### src/design/rhc_pkg.sv
`timescale 1ns / 1ps

package rhc_pkg;

    // Component width and the widths that follow from it.
    localparam int COMP_BITS  = 8;
    localparam int HUE_W      = 13;
    // Quotient bits: the hue quotient reaches 960, the saturation quotient reaches FULL.
    localparam int QUO_BITS   = (COMP_BITS > 10) ? COMP_BITS : 10;
    localparam int NUM_W      = QUO_BITS + COMP_BITS;
    localparam int DIFF_W     = COMP_BITS + 1;
    localparam int HSUM_W     = HUE_W + 1;

    localparam logic [COMP_BITS-1:0] COMP_FULL = {COMP_BITS{1'b1}};
    localparam logic [HUE_W-1:0]     HUE_SECTOR = HUE_W'(960);
    localparam logic [HUE_W-1:0]     HUE_FULL   = HUE_W'(5760);

    typedef enum logic [1:0] {
        SEC_RED   = 2'd0,
        SEC_GREEN = 2'd1,
        SEC_BLUE  = 2'd2
    } sector_t;

    typedef struct packed {
        logic [COMP_BITS-1:0] red;
        logic [COMP_BITS-1:0] green;
        logic [COMP_BITS-1:0] blue;
    } pixel_t;

    typedef struct packed {
        logic [HUE_W-1:0]     hue;
        logic [COMP_BITS-1:0] saturation;
        logic [COMP_BITS-1:0] brightness;
    } hsv_t;

    // Result of the max/min sort.
    typedef struct packed {
        logic [COMP_BITS-1:0] mx;
        logic [COMP_BITS-1:0] delta;
        logic [COMP_BITS-1:0] mag;
        logic                 neg;
        sector_t              sector;
        logic                 gray;
    } sort_t;

    // One lane of the restoring divider: partial remainder, dividend bits
    // still to shift in (with quotient bits filling from the bottom), divisor.
    typedef struct packed {
        logic [COMP_BITS-1:0] rem;
        logic [QUO_BITS-1:0]  bits;
        logic [COMP_BITS-1:0] dvs;
    } lane_t;

    typedef struct packed {
        logic [COMP_BITS-1:0] brightness;
        logic [HUE_W-1:0]     base;
        logic                 neg;
        logic                 gray;
    } side_t;

    typedef struct packed {
        lane_t sat;
        lane_t hue;
        side_t side;
    } div_item_t;

    // One restoring division step: shift in the next dividend bit and
    // subtract the divisor when it fits.
    function automatic lane_t div_step(input lane_t lane);
        logic [COMP_BITS:0] trial;
        logic [COMP_BITS:0] dvs_ext;
        logic               qbit;
        lane_t              res;
        trial   = {lane.rem, lane.bits[QUO_BITS-1]};
        dvs_ext = {1'b0, lane.dvs};
        qbit    = (trial >= dvs_ext);
        res     = lane;
        if (qbit)
        begin
            res.rem = COMP_BITS'(trial - dvs_ext);
        end
        else
        begin
            res.rem = trial[COMP_BITS-1:0];
        end
        res.bits = {lane.bits[QUO_BITS-2:0], qbit};
        return res;
    endfunction

endpackage

### src/design/rgb_to_hsv_converter_top.sv
`timescale 1ns / 1ps
// Channel   Handshake              Payload
// pixel     pix_valid/pix_ready    pix : pixel_t (red, green, blue)
// result    hsv_valid/hsv_ready    hsv : hsv_t (hue, saturation, brightness)
//
// One pixel per cycle sustained while the result side is ready; the restoring divider
// resolves one quotient bit per stage for saturation and hue in parallel.
// Reset clears all stage valid bits; no clearing pass is needed.
// A stall holds each full stage; empty stages upstream keep filling.

module rgb_to_hsv_converter_top
    import rhc_pkg::*;
(
    input  logic   clk,
    input  logic   rst_n,
    input  logic   pix_valid,
    output logic   pix_ready,
    input  pixel_t pix,
    output logic   hsv_valid,
    input  logic   hsv_ready,
    output hsv_t   hsv
);

    logic      stg_valid [QUO_BITS+1];
    logic      stg_ready [QUO_BITS+1];
    div_item_t stg_item  [QUO_BITS+1];

    // Sort and dividend setup.
    rhc_prep u_prep (
        .clk      (clk),
        .rst_n    (rst_n),
        .up_valid (pix_valid),
        .up_ready (pix_ready),
        .up_item  (pix),
        .dn_valid (stg_valid[0]),
        .dn_ready (stg_ready[0]),
        .dn_item  (stg_item[0])
    );

    // Divider pipeline, one quotient bit per stage.
    for (genvar i = 0; i < QUO_BITS; i++)
    begin : g_div
        rhc_div_stage u_stage (
            .clk      (clk),
            .rst_n    (rst_n),
            .up_valid (stg_valid[i]),
            .up_ready (stg_ready[i]),
            .up_item  (stg_item[i]),
            .dn_valid (stg_valid[i+1]),
            .dn_ready (stg_ready[i+1]),
            .dn_item  (stg_item[i+1])
        );
    end

    // Hue assembly and output register.
    rhc_post u_post (
        .clk      (clk),
        .rst_n    (rst_n),
        .up_valid (stg_valid[QUO_BITS]),
        .up_ready (stg_ready[QUO_BITS]),
        .up_item  (stg_item[QUO_BITS]),
        .dn_valid (hsv_valid),
        .dn_ready (hsv_ready),
        .dn_item  (hsv)
    );

endmodule

### src/design/rhc_prep.sv
`timescale 1ns / 1ps

module rhc_prep
    import rhc_pkg::*;
(
    input  logic      clk,
    input  logic      rst_n,
    input  logic      up_valid,
    output logic      up_ready,
    input  pixel_t    up_item,
    output logic      dn_valid,
    input  logic      dn_ready,
    output div_item_t dn_item
);

    logic      sort_valid_reg;
    sort_t     sort_reg;
    sort_t     sort_next;
    logic      sort_ready;
    logic      num_valid_reg;
    div_item_t num_reg;
    div_item_t num_next;

    logic [COMP_BITS-1:0] r;
    logic [COMP_BITS-1:0] g;
    logic [COMP_BITS-1:0] b;
    logic [COMP_BITS-1:0] mx;
    logic [COMP_BITS-1:0] mn;
    sector_t              sec;
    logic [DIFF_W-1:0]    diff;
    logic [NUM_W-1:0]     sat_num;
    logic [NUM_W-1:0]     hue_num;

    assign r = up_item.red;
    assign g = up_item.green;
    assign b = up_item.blue;

    // Sort the components; ties pick the sector in a fixed order.
    always_comb
    begin
        if (r > g)
        begin
            mx  = r;
            sec = SEC_RED;
            if (b < g)
            begin
                mn = b;
            end
            else
            begin
                mn = g;
                if (b > r)
                begin
                    mx  = b;
                    sec = SEC_BLUE;
                end
            end
        end
        else
        begin
            mn = r;
            if (b > g)
            begin
                mx  = b;
                sec = SEC_BLUE;
            end
            else
            begin
                mx  = g;
                sec = SEC_GREEN;
                if (b < r)
                begin
                    mn = b;
                end
            end
        end
    end

    // Signed difference of the two components that are not the maximum.
    always_comb
    begin
        case (sec)
            SEC_RED:  diff = {1'b0, g} - {1'b0, b};
            SEC_BLUE: diff = {1'b0, r} - {1'b0, g};
            default:  diff = {1'b0, b} - {1'b0, r};
        endcase
    end

    always_comb
    begin
        sort_next.mx     = mx;
        sort_next.delta  = mx - mn;
        sort_next.neg    = diff[DIFF_W-1];
        sort_next.mag    = diff[DIFF_W-1] ? COMP_BITS'(-diff) : diff[COMP_BITS-1:0];
        sort_next.sector = sec;
        sort_next.gray   = (mx == '0) || (mx == mn);
    end

    // Form both dividends and load the divider lanes.
    always_comb
    begin
        sat_num = NUM_W'(sort_reg.delta) * NUM_W'(COMP_FULL);
        hue_num = NUM_W'(sort_reg.mag) * NUM_W'(HUE_SECTOR);

        num_next.sat.rem  = sat_num[NUM_W-1:QUO_BITS];
        num_next.sat.bits = sat_num[QUO_BITS-1:0];
        num_next.sat.dvs  = sort_reg.mx;
        num_next.hue.rem  = hue_num[NUM_W-1:QUO_BITS];
        num_next.hue.bits = hue_num[QUO_BITS-1:0];
        num_next.hue.dvs  = sort_reg.delta;

        num_next.side.brightness = sort_reg.mx;
        num_next.side.neg        = sort_reg.neg;
        num_next.side.gray       = sort_reg.gray;
        case (sort_reg.sector)
            SEC_RED:  num_next.side.base = '0;
            SEC_BLUE: num_next.side.base = HUE_W'({HUE_SECTOR, 2'b00});
            default:  num_next.side.base = HUE_W'({HUE_SECTOR, 1'b0});
        endcase
    end

    // A stage takes a new item when empty or when its item moves on.
    assign sort_ready = !num_valid_reg || dn_ready;
    assign up_ready   = !sort_valid_reg || sort_ready;

    always_ff @(posedge clk or negedge rst_n)
    begin
        if (!rst_n)
        begin
            sort_valid_reg <= 1'b0;
            num_valid_reg  <= 1'b0;
        end
        else
        begin
            if (up_ready)
            begin
                sort_valid_reg <= up_valid;
            end
            if (sort_ready)
            begin
                num_valid_reg <= sort_valid_reg;
            end
        end
    end

    always_ff @(posedge clk)
    begin
        if (up_ready && up_valid)
        begin
            sort_reg <= sort_next;
        end
        if (sort_ready && sort_valid_reg)
        begin
            num_reg <= num_next;
        end
    end

    assign dn_valid = num_valid_reg;
    assign dn_item  = num_reg;

endmodule

### src/design/rhc_div_stage.sv
`timescale 1ns / 1ps

module rhc_div_stage
    import rhc_pkg::*;
(
    input  logic      clk,
    input  logic      rst_n,
    input  logic      up_valid,
    output logic      up_ready,
    input  div_item_t up_item,
    output logic      dn_valid,
    input  logic      dn_ready,
    output div_item_t dn_item
);

    logic      valid_reg;
    div_item_t item_reg;
    div_item_t item_next;

    // One quotient bit for each lane.
    always_comb
    begin
        item_next      = up_item;
        item_next.sat  = div_step(up_item.sat);
        item_next.hue  = div_step(up_item.hue);
    end

    assign up_ready = !valid_reg || dn_ready;

    always_ff @(posedge clk or negedge rst_n)
    begin
        if (!rst_n)
        begin
            valid_reg <= 1'b0;
        end
        else if (up_ready)
        begin
            valid_reg <= up_valid;
        end
    end

    always_ff @(posedge clk)
    begin
        if (up_ready && up_valid)
        begin
            item_reg <= item_next;
        end
    end

    assign dn_valid = valid_reg;
    assign dn_item  = item_reg;

endmodule

### src/design/rhc_post.sv
`timescale 1ns / 1ps

module rhc_post
    import rhc_pkg::*;
(
    input  logic      clk,
    input  logic      rst_n,
    input  logic      up_valid,
    output logic      up_ready,
    input  div_item_t up_item,
    output logic      dn_valid,
    input  logic      dn_ready,
    output hsv_t      dn_item
);

    logic              valid_reg;
    hsv_t              hsv_reg;
    hsv_t              hsv_next;
    logic [HSUM_W-1:0] mag;
    logic [HSUM_W-1:0] sum;

    // Floor of a negative quotient rounds its magnitude up when a remainder is left.
    always_comb
    begin
        mag = HSUM_W'(up_item.hue.bits)
            + HSUM_W'(up_item.side.neg && (up_item.hue.rem != '0));
        if (up_item.side.neg)
        begin
            sum = HSUM_W'(up_item.side.base) - mag;
        end
        else
        begin
            sum = HSUM_W'(up_item.side.base) + mag;
        end
        // Wrap into one turn of the hue circle.
        if (sum[HSUM_W-1])
        begin
            sum = sum + HSUM_W'(HUE_FULL);
        end
        else if (sum >= HSUM_W'(HUE_FULL))
        begin
            sum = sum - HSUM_W'(HUE_FULL);
        end

        hsv_next.brightness = up_item.side.brightness;
        if (up_item.side.gray)
        begin
            hsv_next.hue        = '0;
            hsv_next.saturation = '0;
        end
        else
        begin
            hsv_next.hue        = sum[HUE_W-1:0];
            hsv_next.saturation = up_item.sat.bits[COMP_BITS-1:0];
        end
    end

    assign up_ready = !valid_reg || dn_ready;

    always_ff @(posedge clk or negedge rst_n)
    begin
        if (!rst_n)
        begin
            valid_reg <= 1'b0;
        end
        else if (up_ready)
        begin
            valid_reg <= up_valid;
        end
    end

    always_ff @(posedge clk)
    begin
        if (up_ready && up_valid)
        begin
            hsv_reg <= hsv_next;
        end
    end

    assign dn_valid = valid_reg;
    assign dn_item  = hsv_reg;

endmodule

### config.mk
export PLATFORM = sky130hd
export DESIGN_NAME = rgb_to_hsv_converter_top
export DESIGN_NICKNAME = d
export VERILOG_FILES = /design/src/design/rhc_pkg.sv /design/src/design/rgb_to_hsv_converter_top.sv /design/src/design/rhc_prep.sv /design/src/design/rhc_div_stage.sv /design/src/design/rhc_post.sv
export SDC_FILE = /design/constraint.sdc
export NUM_CORES = 1
export LEC_CHECK = 0
export BUFFER_PORTS_ARGS = -buffer_cell sky130_fd_sc_hd__buf_2
export CAP_MARGIN = 25
export CORE_ASPECT_RATIO = 1.4
export CORE_MARGIN = 3
export CORE_UTILIZATION = 40
export CTS_CLUSTER_DIAMETER = 60
export DETAILED_ROUTE_END_ITERATION = 16
export PLACE_DENSITY_LB_ADDON = 0.08
export SLEW_MARGIN = 40
export SYNTH_ARGS = -nofsm -noshare
export SYNTH_HDL_FRONTEND = slang
export SYNTH_SLANG_ARGS = --single-unit
export TNS_END_PERCENT = 30
### constraint.sdc
create_clock -name clk -period 5.1 [get_ports clk]
set_input_delay 1.275 -clock clk [delete_from_list [all_inputs] [get_ports clk]]
set_output_delay 1.275 -clock clk [all_outputs]
set_load 0.01 [all_outputs]
==> impl_metrics.py, run 1 <==
metrics = {
    "place": {
        "gp_congestion": 0.864,
        "portBuffers": 58,
        "hpwl_um": 46400,
        "dpl.cell_count": 3631,
    },
    "timing": {
        "timing.final.crit_share": 0.919,
        "finalHoldViolCount": 0,
        "setup_viol": 0,
        "max_slew.worst_pin.slew_ps": 800,
        "rsz0062_at_grt": "no",
        "finClkSkew_ps": 16.5,
        "period_minus_slack_ps": 4690,
        "max_clock_freq_mhz": 213,
        "slew_violations": 0,
        "hold_slack_ps": 412,
        "finalSetupTns_ps": 0,
        "worst_slew_margin_rel": 0.464,
    },
    "grt": {
        "first_global_vias": 19900,
        "antenna_found_initial": 0,
        "grt_max_degree": 53,
        "grt_pass1_wl_um": 96200,
        "grtUsageTotal": 0.145,
        "overflow": 0,
    },
    "critical_path": {
        "worstPathArrival_ps": 5020,
        "crit_required_ps": 5430,
        "max_stage_delay_ps": 660,
        "worstReg2RegEnd": "u_prep.dn_item[72]",
        "start_kind": "flip-flop",
        "reg2reg_slack_ps": 410,
        "cpMaxStageDelayCell": "fa_1",
        "crit_buf_inv": 2,
        "critPathMostFrequentCell": "fa_1",
        "path_cells": "fa_1 -> inv_1 -> fa_1 -> inv_1 -> fa_1 -> fa_1 -> ha_1 -> a21boi_0 -> o21ai_0 -> a21boi_0 -> o2111ai_1 -> a31oi_1 -> xnor2_1",
        "crit_fanout": 6,
        "critPathKind": "flip-flop to flip-flop",
        "r2r-start": "u_prep.num_next[26]",
        "cp-end-kind": "flip-flop",
        "rr_worst_depth": 13,
        "cp_top_family": "adder cells",
    },
    "clock_network": {
        "post_cts_buffers": 0,
        "hold_buffers": 0,
        "cts_root_buf": "clkbuf_16",
        "cts.path.max_buffers": 3,
        "ctsResizeCount": 0,
        "h-tree-depth": 3,
        "clk-insertion-delay-late_ps": 590,
        "numCtsBuffers": 66,
        "cts_tree": "built",
        "clkSinkCount": 605,
        "path_clk_slew_ps": 60,
    },
    "layout": {
        "syn_to_final_growth_pct": 13.1,
        "antenna_cells": 0,
        "largest_reg_flops": 487,
        "nets": 3005,
        "fin_cells": 3748,
        "final_core_util": 0.459,
        "drive_above_1_share": 0.129,
    },
    "floorplanning": {
        "die_x_um": 244,
        "rows": 121,
        "die_h_um": 340,
        "core_area_sq_um": 78300,
        "die_area_sq_um": 83000,
        "initial_utilization": 0.406,
        "ios": 59,
    },
    "synth": {
        "synth-edff-count": 592,
        "synthSimpleGateAreaFrac": 0.0792,
        "syn_inst": 2483,
        "syn_avg_cell_area_sq_um": 12.8,
        "synthAdderAreaFrac": 0.143,
        "ys_seq_elements": 605,
        "yosys.area.top_type": "edfxtp_1",
        "synth_area_sq_um": 31800,
        "synth_top_family_by_area": "adder cells",
        "ys.flop_type": "edfxtp_1",
        "ys_top_cells_by_area": "edfxtp_1 56%, ha_1 10%, inv_1 4.3%",
        "synth_most_common_cell": "edfxtp_1",
        "synth_compound_area_frac": 0.0843,
        "ys_seq_area_frac": 0.569,
        "synthArstFlopShare": 0.0215,
        "synth_xor_area_frac": 0.0336,
        "syn_nets": 2834,
        "synth_top_area_share": 0.559,
        "synth_cell_types": 77,
        "synth_mux_area_frac": 0.0450,
        "yosysWarnings": 0,
        "synth_common_cells": "592 x edfxtp_1, 363 x inv_1, 256 x ha_1",
    },
    "flow_run": {
        "drv_cap": 0,
    },
    "route": {
        "dr.pass1.iters": 4,
        "viasPerCell": 4.95,
        "ant_nets": 0,
        "drt_iter0_markers": 531,
        "wire_per_inst_um": 15.8,
        "route.vias.total": 18500,
        "wl_um": 59200,
        "drc": 0,
    },
    "hold_path": {
        "holdPathEnd": "g_div[5].u_stage.dn_item[35]",
        "hold_path_startpoint": "g_div[4].u_stage.dn_item[34]",
        "hp-class": "flip-flop to flip-flop",
        "min_delay_path_depth": 0,
    },
    "run_status": {
        "run_status": "finished clean",
    },
}
[stage by stage]
| step | cell area, sq um | setup slack, ps |
|---|---|---|
| 2_1_floorplan | 31800 | 278 |
| 3_3_place_gp | 33800 | -10.8 |
| 3_5_place_dp | 33800 | -107 |
| 4_1_cts | 35900 | 338 |
| 5_1_grt | 35900 | 20.0 |
| 6_report | 35900 | 412 |
[layout by cell type (no fill, tap or decap), types with 40 or more instances in the layout]
master and n:
o21ai_0 123, xnor2_1 79, edfxtp_1 592, nor2_1 206
fa_1 67, a21oi_1 67, mux2_2 95, xor2_1 43
clkbuf_16 69, ha_1 256, nand2b_1 40, nor2b_1 63
buf_4 61, nand2_1 71, a21boi_0 56, inv_1 363
a21o_1 44, buf_2 58
[worst reg2reg max path, stage by stage, from the launching register on]
cell and delay, ps:
edfxtp_1 560, fa_1 660, inv_1 80, fa_1 540, inv_1 60, fa_1 500
fa_1 490, ha_1 320, a21boi_0 240, o21ai_0 160, a21boi_0 340, o2111ai_1 180
a31oi_1 210, xnor2_1 100
[kinds of logic (layout without fill, tap and decap cells)]
kind of cell / after synthesis / count (layout)
muxes: 131 / 131
AOI/OAI and AO/OA: 405 / 405
DFF: 605 / 605
adders and majority gates: 323 / 323
xor gates and xnor gates: 122 / 122
and+or+nand+nor: 517 / 517
buffers and inverters: 380 / 600
[metal layers]
layer  global-route usage  wire [um]  vias up
met5                    0          0        -
met1                0.125      19500     8982
met3               0.0201       1530      139
met2                0.304      35000      239
li1                     -          -     9181
met4               0.0817       3140        0
[layout make-up]
class	instances	area (sq um)
Tap cell	1045	1310
Clock buffer	84	1800
Fill cell	7107	42300
Multi-Input combinational cell	1498	12300
Inverter	363	1360
Clock inverter	33	319
Sequential cell	605	18100
Timing Repair Buffer	120	763
[worst max path at each step]
| stage | startpoint | end | slack [ps] | depth (start not counted) |
|---|---|---|---|---|
| 2_1_floorplan | pix[1] | u_prep.num_next[30] | 280 | 18 |
| 3_3_place_gp | pix[11] | u_prep.num_next[30] | -10 | 19 |
| 3_5_place_dp | pix[11] | u_prep.num_next[30] | -110 | 19 |
| 4_1_cts | u_prep.num_next[26] | u_prep.dn_item[72] | 340 | 13 |
| 5_1_grt | g_div[9].u_stage.dn_item[46] | u_post.dn_item[28] | 20 | 16 |
| 6_report | u_prep.num_next[26] | u_prep.dn_item[72] | 410 | 13 |
Power of run 1 is left out: the tool's default activity adds up to more than one toggle a clock period on the data nets, which glitch-free logic cannot reach.
==> inputs of run 2 (changes only) <==
==> constraint.sdc (replaced) <==
create_clock -name clk -period 5.1 [get_ports clk]
set_input_delay 0 -clock clk [delete_from_list [all_inputs] [get_ports clk]]
set_output_delay 0 -clock clk [all_outputs]
set_load 0.01 [all_outputs]
==> run 2 against run 1 <==
Hold slack got worse by 370 ps. Utilization decreased by 0.32 points. First-iteration DRC count decreased by 6.4%. Design area decreased by 0.69%. Clock-buffer cell count unchanged. Clock skew increased by 3.1 ps. Die area unchanged. Sequential share of layout area increased by 0.35 points. Via count decreased by 1.2%. Non-clock buffer count decreased by 26. Cell count decreased by 0.75%. Critical path type unchanged. Largest cell class unchanged.
==> impl_metrics.py, run 2 (synthesis results as in run 1) <==
metrics = {
    "critical_path": {
        "crit_required_ps": 5420,
        "crit_fanout": 9,
        "critPathKind": "flip-flop to flip-flop",
        "critPathMostFrequentCell": "ha_1",
        "cp-end-kind": "flip-flop",
        "path_cells": "nor4_1 -> a21oi_1 -> ha_1 -> ha_1 -> and4_1 -> and4_1 -> xor2_1 -> ha_1 -> nor2b_1 -> nor2_1 -> o21ai_0 -> a21oi_1 -> a31oi_1 -> xor2_1 -> nand2_1 -> a2111oi_0",
        "start_kind": "flip-flop",
        "worstPathArrival_ps": 4990,
        "cpMaxStageDelayCell": "a2111oi_0",
        "max_stage_delay_ps": 530,
    },
    "timing": {
        "worst_slew_margin_rel": 0.455,
        "hold_slack_ps": 44.1,
        "slew_violations": 0,
        "setup_viol": 0,
        "finalSetupTns_ps": 0,
        "period_minus_slack_ps": 4670,
        "rsz0062_at_grt": "no",
        "timing.final.crit_share": 0.917,
        "max_clock_freq_mhz": 214,
        "finalHoldViolCount": 0,
        "max_slew.worst_pin.slew_ps": 814,
        "finClkSkew_ps": 19.5,
    },
    "route": {
        "wire_per_inst_um": 15.5,
        "dr.pass1.iters": 5,
        "drc": 0,
        "drt_iter0_markers": 497,
        "viasPerCell": 4.93,
        "wl_um": 57800,
        "ant_nets": 0,
        "route.vias.total": 18300,
    },
    "place": {
        "gp_congestion": 0.893,
        "dpl.cell_count": 3588,
        "portBuffers": 58,
        "hpwl_um": 45400,
    },
    "floorplanning": {
        "rows": 121,
        "core_area_sq_um": 78300,
        "die_area_sq_um": 83000,
        "die_x_um": 244,
        "initial_utilization": 0.406,
        "ios": 59,
        "die_h_um": 340,
    },
    "layout": {
        "fill_cells": 7120,
        "layout_commonest_cell": "edfxtp_1",
        "largest_reg_flops": 487,
        "syn_to_final_growth_pct": 12.3,
        "nets": 2979,
        "fin_cells": 3720,
        "drive_above_1_share": 0.113,
        "final_cell_mix": "592 x edfxtp_1, 363 x inv_1, 256 x ha_1, 206 x nor2_1, 123 x o21ai_0",
        "final_core_util": 0.456,
        "antenna_cells": 0,
    },
    "grt": {
        "antenna_found_initial": 0,
        "grt_max_degree": 54,
        "overflow": 0,
        "grtUsageTotal": 0.142,
        "grt_pass1_wl_um": 95300,
        "first_global_vias": 19800,
    },
    "run_status": {
        "run_status": "finished clean",
    },
    "clock_network": {
        "clk-insertion-delay-late_ps": 590,
        "clkSinkCount": 605,
        "numCtsBuffers": 66,
        "cts.path.max_buffers": 3,
        "cts_tree": "built",
        "h-tree-depth": 3,
        "path_clk_slew_ps": 60,
        "cts_root_buf": "clkbuf_16",
    },
    "flow_run": {
        "drv_cap": 0,
    },
    "hold_path": {
        "hp-class": "primary input to flip-flop",
    },
}
[run 2: worst paths after layout]
kind,startpoint,slack (ps),depth (start not counted),end
max,g_div[9].u_stage.dn_item[46],430,16,u_post.dn_item[28]
min,pix[17],40,3,u_prep.num_next[16]
max reg2reg,g_div[9].u_stage.dn_item[46],430,16,u_post.dn_item[28]
min reg2reg,u_prep.num_next[15],400,0,u_prep.dn_item[49]
max in group asynchronous,rst_n,4150,3,u_prep.dn_valid
min in group asynchronous,rst_n,520,3,g_div[6].u_stage.dn_valid
[run 2: routing by layer]
layer	GRT usage	vias up	wire length [um]
li1	-	9131	-
met1	0.122	8849	18800
met2	0.305	230	34900
met3	0.0226	116	1620
met4	0.0654	0	2500
met5	0	-	0
[run 2: layout make-up]
class	count	area, sq um	share of cell area
Sequential cell	605	18100	0.507
Clock inverter	31	224	0.00627
Clock buffer	84	1810	0.0508
Inverter	363	1360	0.0382
Multi-Input combinational cell	1498	12300	0.344
Tap cell	1045	1310	0.0366
Timing Repair Buffer	94	599	0.0168
[run 2: critical path, delay by kind of cell (launching register included)]
kind | cells | cell delay (ps)
AND/OR/NAND/NOR | 6 | 1400
AO/OA/AOI/OAI | 5 | 1270
adder cells (fa/ha/maj) | 3 | 940
XOR/XNOR | 2 | 440
flip-flops | 1 | 360
[run 2: through the flow]
stage               instance area [sq um]  worst slack (ps)
CTS                                 35700               352
floorplan                           31800               818
finish                              35700               426
global placement                    33500               531
detailed placement                  33500               396
global route                        35700              43.9
[run 2: timing repair]
| action | in CTS | in global routing |
|---|---|---|
| gates resized for setup | 0 | 0 |
| hold buffers | 17 | 0 |
| endpoints found under the setup margin | 0 | 0 |
| hold endpoints to repair | 25 | 0 |
| setup buffers | 0 | 0 |
Power of run 2 is left out for the same reason.
==> inputs of run 3 (changes only) <==
==> constraint.sdc (replaced) <==
create_clock -name clk -period 4.95 [get_ports clk]
set_input_delay 0 -clock clk [delete_from_list [all_inputs] [get_ports clk]]
set_output_delay 0 -clock clk [all_outputs]
set_load 0.01 [all_outputs]
==> run 3 against run 2 <==
Routed wire length rose by 0.18%. First-iteration DRC count increased by 6.8%. Cell count up 0.19%. Design area is 0.56% higher. Worst setup slack worse by 34 ps. Critical path type unchanged. Critical endpoint unchanged. Highest routed layer unchanged.
==> impl_metrics.py, run 3 (synthesis results as in run 1) <==
metrics = {
    "critical_path": {
        "cp_top_family": "simple AND/OR/NAND/NOR gates",
        "max_stage_delay_ps": 440,
        "crit_fanout": 9,
        "crit_required_ps": 5300,
        "crit_buf_inv": 0,
        "path_cells": "nor4_2 -> a21oi_1 -> ha_1 -> ha_1 -> and4_1 -> and4_1 -> xor2_1 -> ha_1 -> nor2b_1 -> nor2_1 -> o21ai_0 -> a21oi_1 -> a31oi_1 -> xor2_1 -> nand2_1 -> a2111oi_0",
        "worstPathArrival_ps": 4910,
        "cpMaxStageDelayCell": "a2111oi_0",
        "critPathMostFrequentCell": "ha_1",
        "critPathKind": "flip-flop to flip-flop",
        "start_kind": "flip-flop",
        "cp-end-kind": "flip-flop",
    },
    "route": {
        "viasPerCell": 4.94,
        "drc": 0,
        "wl_um": 57900,
        "dr.pass1.iters": 5,
        "drt_iter0_markers": 531,
        "ant_nets": 0,
        "route.vias.total": 18400,
        "wire_per_inst_um": 15.5,
    },
    "floorplanning": {
        "ios": 59,
        "rows": 121,
        "die_h_um": 340,
        "initial_utilization": 0.406,
        "die_x_um": 244,
        "die_area_sq_um": 83000,
        "core_area_sq_um": 78300,
    },
    "clock_network": {
        "numCtsBuffers": 66,
        "cts_root_buf": "clkbuf_16",
        "cts.path.max_buffers": 3,
        "clkSinkCount": 605,
        "path_clk_slew_ps": 60,
        "h-tree-depth": 3,
        "cts_tree": "built",
        "clk-insertion-delay-late_ps": 590,
    },
    "grt": {
        "grtUsageTotal": 0.144,
        "first_global_vias": 20000,
        "grt_pass1_wl_um": 96500,
        "grt_max_degree": 54,
        "overflow": 0,
        "antenna_found_initial": 0,
    },
    "timing": {
        "hold_slack_ps": 58.5,
        "slew_violations": 0,
        "finalSetupTns_ps": 0,
        "rsz0062_at_grt": "no",
        "max_clock_freq_mhz": 219,
        "max_slew.worst_pin.slew_ps": 821,
        "finalHoldViolCount": 0,
        "timing.final.crit_share": 0.921,
        "worst_slew_margin_rel": 0.453,
        "setup_viol": 0,
        "period_minus_slack_ps": 4560,
        "finClkSkew_ps": 21.0,
    },
    "layout": {
        "final_cell_mix": "592 x edfxtp_1, 363 x inv_1, 256 x ha_1, 206 x nor2_1, 123 x o21ai_0",
        "drive_above_1_share": 0.116,
        "syn_to_final_growth_pct": 12.9,
        "fill_cells": 7081,
        "layout_commonest_cell": "edfxtp_1",
        "antenna_cells": 0,
        "largest_reg_flops": 487,
        "nets": 2983,
    },
    "place": {
        "gp_congestion": 0.891,
        "hpwl_um": 45400,
        "portBuffers": 58,
    },
    "hold_path": {
        "hp-class": "primary input to flip-flop",
    },
    "run_status": {
        "run_status": "finished clean",
    },
    "flow_run": {
        "drv_cap": 0,
    },
}
==> run 3: cell types whose count changed in the layout (fill, tap and decap cells not counted), sizes merged <==
cell         previous run  this run
buf                    77        79
bufinv                  2         8
clkbuf                 84        85
clkinv                 21        22
clkinvlp                3         0
dlygate4sd3            17        19
inv                   368       366
==> run 3: timing repair <==
item	4_1_cts	5_1_grt
setup endpoints to repair	0	2
resized for setup	0	1
endpoints found under the hold margin	26	0
buffers inserted	0	0
hold buffers	19	0
==> run 3: tightest hold or removal path: stages <==
cell and delay [ps]:
buf_2 150, inv_1 80, a221oi_1 190
==> run 3: final timing paths <==
path | from | end | slack, ps | cells after the start
min reg2reg | u_prep.num_next[15] | u_prep.dn_item[49] | 410 | 0
min | pix[17] | u_prep.num_next[16] | 60 | 3
max reg2reg | g_div[9].u_stage.dn_item[46] | u_post.dn_item[28] | 390 | 16
max | g_div[9].u_stage.dn_item[46] | u_post.dn_item[28] | 390 | 16
min in group asynchronous | rst_n | g_div[7].u_stage.dn_valid | 510 | 3
max in group asynchronous | rst_n | u_prep.sort_valid_reg | 4020 | 3
==> run 3: layer usage <==
metal | global-route usage | vias to the layer above | wire length, um
li1 | - | 9154 | -
met1 | 0.127 | 8886 | 19000
met4 | 0.0714 | 0 | 2590
met3 | 0.0206 | 127 | 1530
met5 | 0 | - | 0
met2 | 0.304 | 240 | 34700
==> run 3: layout make-up <==
| cell class | count | area, sq um | area share |
|---|---|---|---|
| inverters | 363 | 1360 | 0.0380 |
| clock buffers | 85 | 1810 | 0.0503 |
| multi-input cells | 1498 | 12300 | 0.343 |
| repair buffers | 98 | 642 | 0.0179 |
| well taps | 1045 | 1310 | 0.0364 |
| flip-flops and latches | 605 | 18100 | 0.504 |
| clock inverters | 33 | 380 | 0.0106 |
==> run 3: stage by stage <==
stage | cell area (sq um) | std cells | worst slack (ps) | util
floorplan | 31800 | 2483 | 668 | -
global route | 35900 | 3727 | 7.44 | 0.459
CTS | 35900 | 3726 | 322 | 0.458
finish | 35900 | 3727 | 392 | 0.459
global placement | 33500 | 3589 | 386 | 0.428
detailed placement | 33500 | 3589 | 365 | 0.428
Power of run 3 is left out for the same reason.
